--- config.mk ---
export PLATFORM = sky130hd
export DESIGN_NAME = keyed_word_packet_gatherer_flat
export DESIGN_NICKNAME = d
export VERILOG_FILES = /design/src/rtl/kwpg_pkg.sv /design/src/rtl/kwpg_if.sv /design/src/rtl/kwpg_front.sv /design/src/rtl/kwpg_queue.sv /design/src/rtl/kwpg_back.sv /design/src/rtl/keyed_word_packet_gatherer.sv /design/src/flat_wrapper.sv
export SDC_FILE = /design/constraint.sdc
export NUM_CORES = 2
export LEC_CHECK = 0
export CORE_UTILIZATION = 40
export CTS_CLUSTER_DIAMETER = 120
export DETAILED_ROUTE_END_ITERATION = 10
export DONT_BUFFER_PORTS = 1
export PLACE_DENSITY = 0.62
export SYNTH_ARGS = -nofsm -noshare
export SYNTH_HDL_FRONTEND = slang
export SYNTH_HIERARCHICAL = 1
export SYNTH_SLANG_ARGS = --single-unit
--- constraint.sdc ---
create_clock -name clk -period 12.7 [get_ports clk]
set_input_delay 0.635 -clock clk [delete_from_list [all_inputs] [get_ports clk]]
set_output_delay 0.635 -clock clk [all_outputs]
set_load 0.02 [all_outputs]
--- src/rtl/kwpg_pkg.sv ---
// Shared types and constants for the keyed word packet gatherer.
package kwpg_pkg;

  localparam int WORD_W           = 32;
  localparam int PACKET_WORDS_DEF = 64;
  localparam int QUEUE_DEPTH      = 2;
  localparam int CFG_IDX_W        = 2;

  localparam logic [WORD_W-1:0] END_BIT  = 32'h8000_0000;
  localparam logic [WORD_W-1:0] ALL_ONES = 32'hFFFF_FFFF;

  typedef enum logic [CFG_IDX_W-1:0] {
    CFG_NEW_SEQ = 2'd0,
    CFG_FIRST   = 2'd1,
    CFG_TRANS   = 2'd2,
    CFG_END     = 2'd3
  } cfg_idx_t;

  // Classified input beat: key matches plus the payload
  typedef struct packed {
    logic              new_seq;
    logic              first_word;
    logic              trans;
    logic              end_key;
    logic [WORD_W-1:0] payload;
  } cmd_t;

endpackage

--- src/rtl/kwpg_if.sv ---
// Valid/ready channel interfaces for the input and result streams.
interface kwpg_in_if;
  logic                        valid;
  logic                        ready;
  logic [kwpg_pkg::WORD_W-1:0] key;
  logic [kwpg_pkg::WORD_W-1:0] payload;

  modport source (output valid, output key, output payload, input ready);
  modport sink   (input valid, input key, input payload, output ready);
endinterface

interface kwpg_out_if;
  logic                        valid;
  logic                        ready;
  logic [kwpg_pkg::WORD_W-1:0] word;
  logic                        last;
  logic                        sequence_over_max;

  modport source (output valid, output word, output last, output sequence_over_max,
                  input ready);
  modport sink   (input valid, input word, input last, input sequence_over_max,
                  output ready);
endinterface

--- src/rtl/kwpg_front.sv ---
// Front end: configuration registers and key classification of input beats.
module kwpg_front (
  input  logic                          clk,
  input  logic                          rst_n,
  kwpg_in_if.sink                       in_ch,
  input  logic                          cfg_we,
  input  logic [kwpg_pkg::CFG_IDX_W-1:0] cfg_index,
  input  logic [kwpg_pkg::WORD_W-1:0]   cfg_wdata,
  output kwpg_pkg::cmd_t                cmd,
  output logic                          cmd_valid,
  input  logic                          cmd_ready
);
  import kwpg_pkg::*;

  logic [WORD_W-1:0] new_seq_key_r, new_seq_key_nxt;
  logic [WORD_W-1:0] first_key_r, first_key_nxt;
  logic [WORD_W-1:0] trans_key_r, trans_key_nxt;
  logic [WORD_W-1:0] end_key_r, end_key_nxt;

  always_comb begin
    new_seq_key_nxt = new_seq_key_r;
    first_key_nxt   = first_key_r;
    trans_key_nxt   = trans_key_r;
    end_key_nxt     = end_key_r;
    if (cfg_we) begin
      case (cfg_idx_t'(cfg_index))
        CFG_NEW_SEQ: new_seq_key_nxt = cfg_wdata;
        CFG_FIRST:   first_key_nxt   = cfg_wdata;
        CFG_TRANS:   trans_key_nxt   = cfg_wdata;
        CFG_END:     end_key_nxt     = cfg_wdata;
        default: ;
      endcase
    end
  end

  always_ff @(posedge clk) begin
    if (!rst_n) begin
      new_seq_key_r <= '0;
      first_key_r   <= '0;
      trans_key_r   <= '0;
      end_key_r     <= '0;
    end else begin
      new_seq_key_r <= new_seq_key_nxt;
      first_key_r   <= first_key_nxt;
      trans_key_r   <= trans_key_nxt;
      end_key_r     <= end_key_nxt;
    end
  end

  always_comb begin
    cmd.new_seq    = (in_ch.key == new_seq_key_r);
    cmd.first_word = (in_ch.key == first_key_r);
    cmd.trans      = (in_ch.key == trans_key_r);
    cmd.end_key    = (in_ch.key == end_key_r);
    cmd.payload    = in_ch.payload;
  end

  assign cmd_valid   = in_ch.valid;
  assign in_ch.ready = cmd_ready;

endmodule

--- src/rtl/kwpg_queue.sv ---
// Short command queue between the front end and the packet engine.
module kwpg_queue (
  input  logic           clk,
  input  logic           rst_n,
  input  kwpg_pkg::cmd_t push_cmd,
  input  logic           push_valid,
  output logic           push_ready,
  output kwpg_pkg::cmd_t pop_cmd,
  output logic           pop_valid,
  input  logic           pop_ready
);
  import kwpg_pkg::*;

  localparam int PTR_W = $clog2(QUEUE_DEPTH);
  localparam int CNT_W = $clog2(QUEUE_DEPTH + 1);

  cmd_t             entry_r [QUEUE_DEPTH];
  logic [PTR_W-1:0] wr_ptr_r, wr_ptr_nxt;
  logic [PTR_W-1:0] rd_ptr_r, rd_ptr_nxt;
  logic [CNT_W-1:0] count_r, count_nxt;
  logic             push, pop;

  assign push_ready = (count_r != CNT_W'(QUEUE_DEPTH));
  assign pop_valid  = (count_r != '0);
  assign pop_cmd    = entry_r[rd_ptr_r];
  assign push       = push_valid && push_ready;
  assign pop        = pop_valid && pop_ready;

  always_comb begin
    wr_ptr_nxt = wr_ptr_r;
    rd_ptr_nxt = rd_ptr_r;
    count_nxt  = count_r;
    if (push) begin
      wr_ptr_nxt = (wr_ptr_r == PTR_W'(QUEUE_DEPTH - 1)) ? '0 : wr_ptr_r + 1'b1;
    end
    if (pop) begin
      rd_ptr_nxt = (rd_ptr_r == PTR_W'(QUEUE_DEPTH - 1)) ? '0 : rd_ptr_r + 1'b1;
    end
    if (push && !pop) begin
      count_nxt = count_r + 1'b1;
    end else if (pop && !push) begin
      count_nxt = count_r - 1'b1;
    end
  end

  always_ff @(posedge clk) begin
    if (!rst_n) begin
      wr_ptr_r <= '0;
      rd_ptr_r <= '0;
      count_r  <= '0;
    end else begin
      wr_ptr_r <= wr_ptr_nxt;
      rd_ptr_r <= rd_ptr_nxt;
      count_r  <= count_nxt;
    end
  end

  always_ff @(posedge clk) begin
    if (push) begin
      entry_r[wr_ptr_r] <= push_cmd;
    end
  end

endmodule

--- src/rtl/kwpg_back.sv ---
// Packet engine: packet state, word store and the flush drain to the output register.
module kwpg_back #(
  parameter int PACKET_WORDS = kwpg_pkg::PACKET_WORDS_DEF
) (
  input  logic           clk,
  input  logic           rst_n,
  input  kwpg_pkg::cmd_t cmd,
  input  logic           cmd_valid,
  output logic           cmd_ready,
  kwpg_out_if.source     out_ch
);
  import kwpg_pkg::*;

  localparam int FILL_W = $clog2(PACKET_WORDS + 1);
  localparam int ADDR_W = $clog2(PACKET_WORDS);

  typedef enum logic {S_IDLE, S_DRAIN} state_t;

  state_t            state_r, state_nxt;
  logic [FILL_W-1:0] fill_r, fill_nxt;
  logic [WORD_W-1:0] seq_r, seq_nxt;
  logic [WORD_W-1:0] max_r, max_nxt;
  logic [WORD_W-1:0] tid_r, tid_nxt;
  logic [WORD_W-1:0] hdr0_r, hdr0_nxt;
  logic [WORD_W-1:0] hdr1_r, hdr1_nxt;
  logic [WORD_W-1:0] next_seq_r, next_seq_nxt;
  logic [FILL_W-1:0] drain_cnt_r, drain_cnt_nxt;
  logic [FILL_W-1:0] drain_idx_r, drain_idx_nxt;
  logic              drain_over_r, drain_over_nxt;
  logic              out_valid_r, out_valid_nxt;
  logic [WORD_W-1:0] out_word_r, out_word_nxt;
  logic              out_last_r, out_last_nxt;
  logic              out_over_r, out_over_nxt;

  logic [WORD_W-1:0] mem [PACKET_WORDS];
  logic [WORD_W-1:0] mem_q_r;
  logic              mem_we;
  logic [ADDR_W-1:0] mem_waddr;
  logic              rd_en;
  logic [ADDR_W-1:0] rd_addr;

  logic              take;
  logic              load;
  logic              word_last;
  logic [FILL_W-1:0] idx_inc;
  logic [FILL_W-1:0] widx;
  logic [FILL_W-1:0] fill_v;
  logic [WORD_W-1:0] seq_v, max_v, tid_v, hdr0_v, hdr1_v;
  logic              flush;
  logic [FILL_W-1:0] flush_cnt;
  logic              flush_over;
  logic [WORD_W-1:0] flush_seq;

  assign cmd_ready = (state_r == S_IDLE);
  assign take      = cmd_valid && cmd_ready;
  assign load      = (state_r == S_DRAIN) && (!out_valid_r || out_ch.ready);
  assign idx_inc   = drain_idx_r + 1'b1;
  assign word_last = (idx_inc == drain_cnt_r);
  assign rd_en     = load;
  assign rd_addr   = idx_inc[ADDR_W-1:0];
  assign widx      = (fill_r >= FILL_W'(PACKET_WORDS)) ? FILL_W'(PACKET_WORDS - 1) : fill_r;
  assign mem_waddr = widx[ADDR_W-1:0];

  // Command evaluation: store, key rules, then flush decision
  always_comb begin
    seq_v      = seq_r;
    max_v      = max_r;
    tid_v      = tid_r;
    hdr0_v     = hdr0_r;
    hdr1_v     = hdr1_r;
    fill_v     = fill_r;
    mem_we     = 1'b0;
    flush      = 1'b0;
    flush_cnt  = fill_r;
    flush_over = (seq_r > max_r);
    flush_seq  = cmd.payload;
    if (take) begin
      if (cmd.new_seq) begin
        // flush of the open packet, then restart with the given sequence
        flush     = 1'b1;
        flush_cnt = (fill_r == FILL_W'(2)) ? '0 : fill_r;
      end else begin
        if (widx == FILL_W'(0)) begin
          hdr0_v = cmd.payload;
        end else if (widx == FILL_W'(1)) begin
          hdr1_v = cmd.payload;
        end else begin
          mem_we = 1'b1;
        end
        fill_v = fill_r + 1'b1;
        if (cmd.first_word) begin
          seq_v  = '0;
          hdr0_v = '0;
          fill_v = FILL_W'(1);
          max_v  = cmd.payload;
        end
        if (cmd.trans) begin
          tid_v  = cmd.payload;
          hdr1_v = cmd.payload;
          fill_v = FILL_W'(2);
        end
        if (cmd.end_key) begin
          hdr0_v = hdr0_v | END_BIT;
          if (fill_v != '0) begin
            fill_v = fill_v - 1'b1;
          end
          flush = 1'b1;
        end else if (fill_v >= FILL_W'(PACKET_WORDS)) begin
          flush = 1'b1;
        end
        flush_cnt  = fill_v;
        flush_over = (seq_v > max_v);
        flush_seq  = seq_v + 1'b1;
      end
    end
  end

  always_comb begin
    state_nxt      = state_r;
    fill_nxt       = fill_v;
    seq_nxt        = seq_v;
    max_nxt        = max_v;
    tid_nxt        = tid_v;
    hdr0_nxt       = hdr0_v;
    hdr1_nxt       = hdr1_v;
    next_seq_nxt   = next_seq_r;
    drain_cnt_nxt  = drain_cnt_r;
    drain_idx_nxt  = drain_idx_r;
    drain_over_nxt = drain_over_r;
    out_valid_nxt  = out_valid_r && !out_ch.ready;
    out_word_nxt   = out_word_r;
    out_last_nxt   = out_last_r;
    out_over_nxt   = out_over_r;

    if (flush) begin
      if (flush_cnt == '0) begin
        seq_nxt  = flush_seq;
        hdr0_nxt = flush_seq;
        hdr1_nxt = tid_v;
        fill_nxt = FILL_W'(2);
      end else begin
        state_nxt      = S_DRAIN;
        next_seq_nxt   = flush_seq;
        drain_cnt_nxt  = flush_cnt;
        drain_idx_nxt  = '0;
        drain_over_nxt = flush_over;
      end
    end

    if (load) begin
      out_valid_nxt = 1'b1;
      out_last_nxt  = word_last;
      out_over_nxt  = drain_over_r;
      if (drain_idx_r == FILL_W'(0)) begin
        out_word_nxt = hdr0_r;
      end else if (drain_idx_r == FILL_W'(1)) begin
        out_word_nxt = hdr1_r;
      end else begin
        out_word_nxt = mem_q_r;
      end
      drain_idx_nxt = idx_inc;
      if (word_last) begin
        // header reload once the packet has gone out
        state_nxt = S_IDLE;
        seq_nxt   = next_seq_r;
        hdr0_nxt  = next_seq_r;
        hdr1_nxt  = tid_r;
        fill_nxt  = FILL_W'(2);
      end
    end
  end

  always_ff @(posedge clk) begin
    if (!rst_n) begin
      state_r      <= S_IDLE;
      fill_r       <= '0;
      seq_r        <= '0;
      max_r        <= ALL_ONES;
      tid_r        <= '0;
      hdr0_r       <= '0;
      hdr1_r       <= '0;
      next_seq_r   <= '0;
      drain_cnt_r  <= '0;
      drain_idx_r  <= '0;
      drain_over_r <= 1'b0;
      out_valid_r  <= 1'b0;
      out_word_r   <= '0;
      out_last_r   <= 1'b0;
      out_over_r   <= 1'b0;
    end else begin
      state_r      <= state_nxt;
      fill_r       <= fill_nxt;
      seq_r        <= seq_nxt;
      max_r        <= max_nxt;
      tid_r        <= tid_nxt;
      hdr0_r       <= hdr0_nxt;
      hdr1_r       <= hdr1_nxt;
      next_seq_r   <= next_seq_nxt;
      drain_cnt_r  <= drain_cnt_nxt;
      drain_idx_r  <= drain_idx_nxt;
      drain_over_r <= drain_over_nxt;
      out_valid_r  <= out_valid_nxt;
      out_word_r   <= out_word_nxt;
      out_last_r   <= out_last_nxt;
      out_over_r   <= out_over_nxt;
    end
  end

  // Data words only; the two header words live in hdr0_r/hdr1_r
  always_ff @(posedge clk) begin
    if (mem_we) begin
      mem[mem_waddr] <= cmd.payload;
    end
    if (rd_en) begin
      mem_q_r <= mem[rd_addr];
    end
  end

  assign out_ch.valid             = out_valid_r;
  assign out_ch.word              = out_word_r;
  assign out_ch.last              = out_last_r;
  assign out_ch.sequence_over_max = out_over_r;

`ifndef ASSERT_OFF
  a_fill_bound: assert property (@(posedge clk) disable iff (!rst_n)
    fill_r <= FILL_W'(PACKET_WORDS))
    else $error("fill position beyond packet size");

  a_drain_idx: assert property (@(posedge clk) disable iff (!rst_n)
    state_r == S_DRAIN |-> drain_idx_r < drain_cnt_r && drain_cnt_r != '0)
    else $error("drain index outside packet");

  a_drain_end: assert property (@(posedge clk) disable iff (!rst_n)
    load && word_last |=> state_r == S_IDLE && fill_r == FILL_W'(2) && out_ch.last)
    else $error("packet end did not reload header");

  a_no_take_in_drain: assert property (@(posedge clk) disable iff (!rst_n)
    state_r == S_DRAIN |-> !take && !mem_we)
    else $error("command taken during drain");
`endif

endmodule

--- src/rtl/keyed_word_packet_gatherer.sv ---
// Top level of the keyed word packet gatherer.
//
// in_ch carries (key, payload) beats; out_ch carries packet words with a
// last flag and a sequence_over_max flag that is constant over a packet.
// cfg_we/cfg_index/cfg_wdata write the four special keys; write them only
// while no beat is in flight.
// An accepted beat enters a two-entry command queue and is registered there
// before the packet engine executes it. A beat that does not flush leaves
// the engine free for the next beat. A flushing beat of N stored words holds
// the engine until all N words are out: once the beat is taken from the queue
// the state register moves to drain, then the first word is registered on
// out_ch, then one word per cycle while out_ch.ready is high. Throughput is
// bounded by the single word store: no new beat is executed until the packet
// has been read out. The input keeps accepting until the queue is full, so
// in_ch.ready drops only when the engine is draining or out_ch is stalled long enough.
// A stall on out_ch holds the output register and pauses the drain.
// Reset (rst_n low, synchronous) clears the keys, the queue, the fill
// position, sequence number and transaction id, and sets the maximum
// sequence to all ones; no clearing pass is needed.
module keyed_word_packet_gatherer #(
  parameter int PACKET_WORDS = kwpg_pkg::PACKET_WORDS_DEF
) (
  input  logic                           clk,
  input  logic                           rst_n,
  kwpg_in_if.sink                        in_ch,
  kwpg_out_if.source                     out_ch,
  input  logic                           cfg_we,
  input  logic [kwpg_pkg::CFG_IDX_W-1:0] cfg_index,
  input  logic [kwpg_pkg::WORD_W-1:0]    cfg_wdata
);
  import kwpg_pkg::*;

  cmd_t front_cmd;
  logic front_valid;
  logic front_ready;
  cmd_t back_cmd;
  logic back_valid;
  logic back_ready;

  kwpg_front u_front (
    .clk       (clk),
    .rst_n     (rst_n),
    .in_ch     (in_ch),
    .cfg_we    (cfg_we),
    .cfg_index (cfg_index),
    .cfg_wdata (cfg_wdata),
    .cmd       (front_cmd),
    .cmd_valid (front_valid),
    .cmd_ready (front_ready)
  );

  kwpg_queue u_queue (
    .clk        (clk),
    .rst_n      (rst_n),
    .push_cmd   (front_cmd),
    .push_valid (front_valid),
    .push_ready (front_ready),
    .pop_cmd    (back_cmd),
    .pop_valid  (back_valid),
    .pop_ready  (back_ready)
  );

  kwpg_back #(
    .PACKET_WORDS (PACKET_WORDS)
  ) u_back (
    .clk       (clk),
    .rst_n     (rst_n),
    .cmd       (back_cmd),
    .cmd_valid (back_valid),
    .cmd_ready (back_ready),
    .out_ch    (out_ch)
  );

endmodule

--- src/flat_wrapper.sv ---
// flat-port wrapper written by rule: the top's interface ports become plain ports
module keyed_word_packet_gatherer_flat import kwpg_pkg::*;
#(
  parameter int PACKET_WORDS = kwpg_pkg::PACKET_WORDS_DEF
)
  (clk, rst_n, cfg_we, cfg_index, cfg_wdata, in_ch_valid, in_ch_key, in_ch_payload, in_ch_ready, out_ch_valid, out_ch_word, out_ch_last, out_ch_sequence_over_max, out_ch_ready);
  kwpg_in_if in_ch_i ();
  kwpg_out_if out_ch_i ();
  input  logic clk;
  input  logic rst_n;
  input  logic cfg_we;
  input  logic [kwpg_pkg::CFG_IDX_W-1:0] cfg_index;
  input  logic [kwpg_pkg::WORD_W-1:0] cfg_wdata;
  input wire logic [$bits(in_ch_i.valid)-1:0] in_ch_valid;
  input wire logic [$bits(in_ch_i.key)-1:0] in_ch_key;
  input wire logic [$bits(in_ch_i.payload)-1:0] in_ch_payload;
  output wire logic [$bits(in_ch_i.ready)-1:0] in_ch_ready;
  output wire logic [$bits(out_ch_i.valid)-1:0] out_ch_valid;
  output wire logic [$bits(out_ch_i.word)-1:0] out_ch_word;
  output wire logic [$bits(out_ch_i.last)-1:0] out_ch_last;
  output wire logic [$bits(out_ch_i.sequence_over_max)-1:0] out_ch_sequence_over_max;
  input wire logic [$bits(out_ch_i.ready)-1:0] out_ch_ready;
  assign in_ch_i.valid = in_ch_valid;
  assign in_ch_i.key = in_ch_key;
  assign in_ch_i.payload = in_ch_payload;
  assign in_ch_ready = in_ch_i.ready;
  assign out_ch_valid = out_ch_i.valid;
  assign out_ch_word = out_ch_i.word;
  assign out_ch_last = out_ch_i.last;
  assign out_ch_sequence_over_max = out_ch_i.sequence_over_max;
  assign out_ch_i.ready = out_ch_ready;
  keyed_word_packet_gatherer #(.PACKET_WORDS(PACKET_WORDS)) u_core (.clk(clk), .rst_n(rst_n), .in_ch(in_ch_i), .out_ch(out_ch_i), .cfg_we(cfg_we), .cfg_index(cfg_index), .cfg_wdata(cfg_wdata));
endmodule
## Yosys cells after proc, flatten, opt, wreduce, memory -nomap -nowiden

Memory sizes are Yosys's and may differ from the RTL's. A register that Yosys moved wholly into a read port is not among the register bits.
Index checks and enable logic that the tools add are counted.

- $add $sub $neg: 8
- Magnitude comparators: 4
- Equal/unequal tests: 13
- Multiplexer cells: 81
- Bitwise logic cells: 3
- Reduce and logical (&&, ||, !) cells: 26

Operators with widths:

| kind | number |
|---|---|
| 2-to-1 mux 32 bit | 37 |
| 2-to-1 mux 7 bit | 19 |
| == test 32 bit | 4 |
| greater-than comparator 32 bit | 2 |
| adder 32 x 1 -> 32 bit (second input constant) | 1 |
| 2-to-1 mux 1 bit | 23 |
| zero test 7 bit | 3 |
| adder 7 x 1 -> 7 bit (second input constant) | 2 |
| == test 7 x 1 -> 1 bit (second input constant) | 2 |
| greater-or-equal comparator 7 bit (second input constant) | 2 |
| AND reduction 2 bit | 7 |
| == test 7 x 2 -> 1 bit (second input constant) | 1 |
| == test 7 bit | 1 |
| nonzero test 7 bit | 1 |
| subtractor 7 x 1 -> 7 bit (second input constant) | 1 |
| logical AND 1 bit | 6 |
| nonzero test 2 bit | 3 |
| == test 2 bit (second input constant) | 2 |
| zero test 1 bit | 4 |
| 2-to-1 mux 2 bit | 2 |
| != test 2 bit (second input constant) | 2 |
| inverter 1 bit | 3 |
| adder 1 bit (second input constant) | 2 |
| adder 2 x 1 -> 2 bit (second input constant) | 1 |
| 4 further kinds | 4 |

- Bits in registers: 382
- RAM bits: 2120
- Bits of input ports: 103
- Output and inout bits: 36
- Memories: 2

Memory list:

| memory | words | width | read ports | clocked after Yosys merged registers in | write ports | RTL line | text |
|---|---|---|---|---|---|---|---|
| u_core.u_back.mem | 64 | 32 | 1 | 1 | 1 | kwpg_back.sv:35 | `logic [WORD_W-1:0] mem [PACKET_WORDS];` |
| u_core.u_queue.entry_r | 2 | 36 | 1 | 1 | 1 | kwpg_queue.sv:17 | `cmd_t entry_r [QUEUE_DEPTH];` |

## Logic depth before layout (Yosys ltp)

- Depth after elaboration: 15
- Gate-level depth with buffers: 19
- Gate-level depth less buffers: 15

## By module

Netlist, hierarchy kept.

By module, submodules not included:

| module | times used | cells each | area each (um^2) | sequential area each (um^2) |
|---|---|---|---|---|
| kwpg_back | 1 | 4749 | 92523.7 | 67464.7 |
| kwpg_front | 1 | 769 | 6392.4 | 2562.5 |
| kwpg_queue | 1 | 136 | 2832.7 | 2262.2 |

## Worst setup path before layout

Ideal clock, no wire load.

- Path type: register to register
- From: register with a tool-made name
- To: memory u_core.u_back.mem[23][0] (enable)
- Library setup time: 0.461 ns
- Arrival time: 4.185 ns
- Required time: 12.239 ns
- Path slack: 8.054 ns
- Stages on the path, launching flop included: 10
- Cells stage by stage: dfxtp_1 -> buf_4 -> mux2_2 -> clkbuf_1 -> or2_2 -> clkbuf_1 -> clkbuf_1 -> clkbuf_1 -> buf_1 -> nor3_1

RTL lines:

| element | RTL line |
|---|---|
| to (decl) | kwpg_back.sv:35 |

## Final worst setup path

- From: register u_core.u_back.drain_idx_r[0]
- To: register u_core.u_back.mem_q_r[8], read port of u_core.u_back.mem (data pin)

- Word-level cells in the longest chain between the ends: 1

RTL lines:

| element | RTL line | text |
|---|---|---|
| from (decl) | kwpg_back.sv:28 | `logic [FILL_W-1:0] drain_idx_r, drain_idx_nxt;` |
| from (signal assigned) | kwpg_back.sv:200 | `drain_idx_r <= drain_idx_nxt;` |
| adder 7 x 1 -> 7 bit | kwpg_back.sv:57 | `assign idx_inc = drain_idx_r + 1'b1;` |
| to (decl) | kwpg_back.sv:36 | `logic [WORD_W-1:0] mem_q_r;` |

Every way passes these cells.
A chain may end at the register's enable or synchronous reset.

==> results.sh <==
export IMPL_syn_avg_cell_area_sq_um=18.0
export IMPL_drv_cap=0
export IMPL_synth_top_area_share_pct=63.5
export IMPL_switching_power_w=0.00687
export IMPL_antenna_found_initial=24
export IMPL_stdcell_area_sq_um=116000
export IMPL_path_delay_family="buffers and inverters"
export IMPL_comb_power_share_pct=23.1
export IMPL_setup_viol=0
export IMPL_seq_power_share_pct=44.4
export IMPL_timing_final_max_slew_violations=0
export IMPL_cts_path_max_buffers=4
export IMPL_cp_startpoint="u_core/u_back/drain_idx_r[0]"
export IMPL_cp_num_buf_inv=4
export IMPL_fp_dieW_microns=506
export IMPL_max_freq_mhz=170
export IMPL_crit_arrival_ns=6.52
export IMPL_drt_total_wl_microns=288000
export IMPL_ir_drop_v=0.000136
export IMPL_crit_slowest_cell="dfxtp_4"
export IMPL_ys_types=78
export IMPL_crit_required_ns=13.34
export IMPL_grt_max_degree=146
export IMPL_setup_tns_ns=0
export IMPL_cts_buffers=277
export IMPL_dp_hpwl_microns=164000
export IMPL_cp_cell_sequence="ha_1, xnor2_2, buf_4, buf_4, buf_4, buf_4, mux4_2, mux4_2"
export IMPL_layout_drive_gt1_share_pct=22.7
export IMPL_wl_per_cell_microns=30.5
export IMPL_slew_headroom_pct=21.7
export IMPL_post_cts_buffers=0
export IMPL_final_nets=6069
export IMPL_overflow=0
export IMPL_grt_pass1_wl_microns=408000
export IMPL_r2r_start="u_core/u_back/drain_idx_r[0]"
export IMPL_yosys_most_used_dff="edfxtp_1"
export IMPL_drtPass1Iterations=6
export IMPL_finClkSkew_ns=0.0806
export IMPL_root_buffer="clkbuf_16"
export IMPL_hold_viol=0
export IMPL_grt_pass1_vias=54100
export IMPL_yosysSeqAreaShare_pct=71.0
export IMPL_ys_warn_count=6
export IMPL_cts_tree="done"
export IMPL_p_per_area_nw_per_um2=202
export IMPL_cts_sinks=2535
export IMPL_synth_edf_count=2152
export IMPL_h_tree_depth=5
export IMPL_io_pins=139
export IMPL_cp_end_kind="register"
export IMPL_clkLatencyLatePin_ns=0.93
export IMPL_numPortBuffers=0
export IMPL_tightest_slew_ns=1.17
export IMPL_critPathLaunchType="register"
export IMPL_coreArea_sq_um=252000
export IMPL_synth_area_leaders="edfxtp_1 64%, mux4_2 15%, dfxtp_1 7.5%, nand2_1 2.2%, xor2_1 1.3%"
export IMPL_drt_iter0_drc=7256
export IMPL_p_clk_share_pct=32.6
export IMPL_clk_pin_slew_ns=0.06
export IMPL_max_stage_delay_ns=0.95
export IMPL_cpMostUsedCell="buf_4"
export IMPL_finalCritPeriodShare_pct=46.3
export IMPL_rsz0062_at_grt="false"
export IMPL_switching_share_pct=29.4
export IMPL_p_leak_nw=37.4
export IMPL_die_area_sq_um=256000
export IMPL_start_util_pct=40.4
export IMPL_drcViolationCount=0
export IMPL_period_minus_slack_ns=5.88
export IMPL_vias=55700
export IMPL_track_usage_pct=22.3
export IMPL_syn_inst=5654
export IMPL_yosysMostFrequentCell="edfxtp_1"
export IMPL_internal_power_w=0.0165
export IMPL_syn_cell_area_sq_um=102000
export IMPL_antenna_left=0
export IMPL_synthTopCellsByCount="2152 x edfxtp_1, 672 x mux4_2, 605 x nand2_1"
export IMPL_hold_start="rst_n"
export IMPL_hold_path_class="primary input to register"
export IMPL_yosysTopAreaCell="edfxtp_1"
export IMPL_async_flop_share_pct=0
export IMPL_drt_vias_per_instance=5.90
export IMPL_synth_ff_latch_count=2535
export IMPL_critPathKind="register to register"
export IMPL_path_max_fanout=45
export IMPL_status="finished clean"
export IMPL_nFillCells=21200
export IMPL_area_growth_pct=13.7
export IMPL_post_dp_cell_area_sq_um=107000
export IMPL_num_rows=184
export IMPL_dieHeight_microns=506
export IMPL_finalWeightedCongestion=0.885
-- kinds of logic (layout without fill, tap and decap cells) --
group | after synthesis | in the layout | share of synthesized area [%]
xor gates and xnor gates | 179 | 179 | 1.54
other | 1 | 69 | 0.00369
muxes | 822 | 822 | 16.4
and+or+nand+nor | 1043 | 1043 | 4.36
DFF | 2535 | 2535 | 71.0
buffers and inverters | 405 | 772 | 1.79
AOI/OAI and AO/OA | 595 | 595 | 3.95
adders and majority gates | 74 | 74 | 0.910
-- state kept, by name, summed over array words and instances (netlist names), 2 cells and up, named ones only --
name	cells
u_core/u_back/mem	2048
u_core/u_back/mem_q_r	32
u_core/u_queue/entry_r	72
u_core/u_back/hdr0_r	32
u_core/u_front/new_seq_key_r	32
u_core/u_back/out_ch.word	32
u_core/u_back/max_r	32
u_core/u_back/drain_idx_r	7
u_core/u_back/fill_r	7
u_core/u_front/end_key_r	32
u_core/u_queue/count_r	2
u_core/u_back/hdr1_r	32
u_core/u_back/tid_r	32
u_core/u_back/seq_r	32
u_core/u_back/drain_cnt_r	7
u_core/u_front/trans_key_r	32
u_core/u_front/first_key_r	32
u_core/u_back/next_seq_r	32
-- final timing paths --
path                                                     end  slack [ns]  depth (start not counted)
worst max-delay path                u_core/u_back/mem_q_r[8]        6.82                          8
worst min-delay path                 u_core/u_back/max_r[10]        0.14                          2
worst max register to register      u_core/u_back/mem_q_r[8]        6.82                          8
worst min register to register  u_core/u_back/next_seq_r[15]        0.45                          2
-- power groups by stage --
stage / combinational [W] / sequential (W) / clock [W]
floorplan: 0.00368 / 0.0103 / 0
global placement: 0.00521 / 0.0105 / 0
detailed placement: 0.00530 / 0.0105 / 0
CTS: 0.00536 / 0.0104 / 0.00771
global route: 0.00574 / 0.0104 / 0.00802
finish: 0.00539 / 0.0104 / 0.00762
-- metal layers --
layer / track usage [%] / up-vias / wire length, microns / part of all wire [%]
met3: 4.67 / 438 / 29300 / 10
met5: 0 / - / 47 / 0.016
met4: 5.49 / 6 / 6520 / 2.3
met2: 33.9 / 2779 / 131000 / 45
met1: 32.8 / 29700 / 121000 / 42
li1: - / 22800 / - / -
-- layout make-up --
type                            instances  area, sq um  area share [%]
Sequential cell                      2535        72300            62.5
Multi-Input combinational cell       2777        28500            24.6
Antenna cell                            5         12.5          0.0108
Tap cell                             3348         4190            3.62
Timing Repair Buffer                  247         2120            1.84
Inverter                               54          206           0.178
Clock buffer                          351         7440            6.43
Clock inverter                        120          968           0.837
-- stage by stage --
stage                     std cells  setup WS [ns]  hold WS (ns)  util [%]  total power, W
after floorplan                5717           8.05         0.429         -          0.0140
after global placement         8887           6.62         0.439      42.3          0.0157
after detailed placement       8887           6.62         0.444      42.3          0.0158
after CTS                      9432           6.63        0.0561      45.9          0.0234
after global routing           9433           6.35        0.0623      45.9          0.0242
final                          9437           6.82         0.140      45.9          0.0234
-- timing repair --
item	4_1_cts	5_1_grt
endpoints found under the hold margin	213	0
resized for setup	0	0
setup endpoints to repair	0	0
hold buffers	74	0
-- cells in the final DEF (no fill, tap or decap), types with 60 or more instances in the layout --
cell type,netlist,layout
o21ai_0,84,84
mux4_2,672,672
a21boi_1,121,121
a21oi_1,173,172
clkbuf_1,206,60
nor2_1,224,160
buf_4,41,170
edfxtp_1,2152,2152
nand2_1,605,602
dfxtp_1,383,381
mux2i_1,112,112
ha_1,74,73
conb_1,1,64
xor2_1,152,149
clkbuf_16,0,285
dlygate4sd3_1,0,70
nor2_4,0,62
No activity file was read; power rests on OpenSTA's default activity.
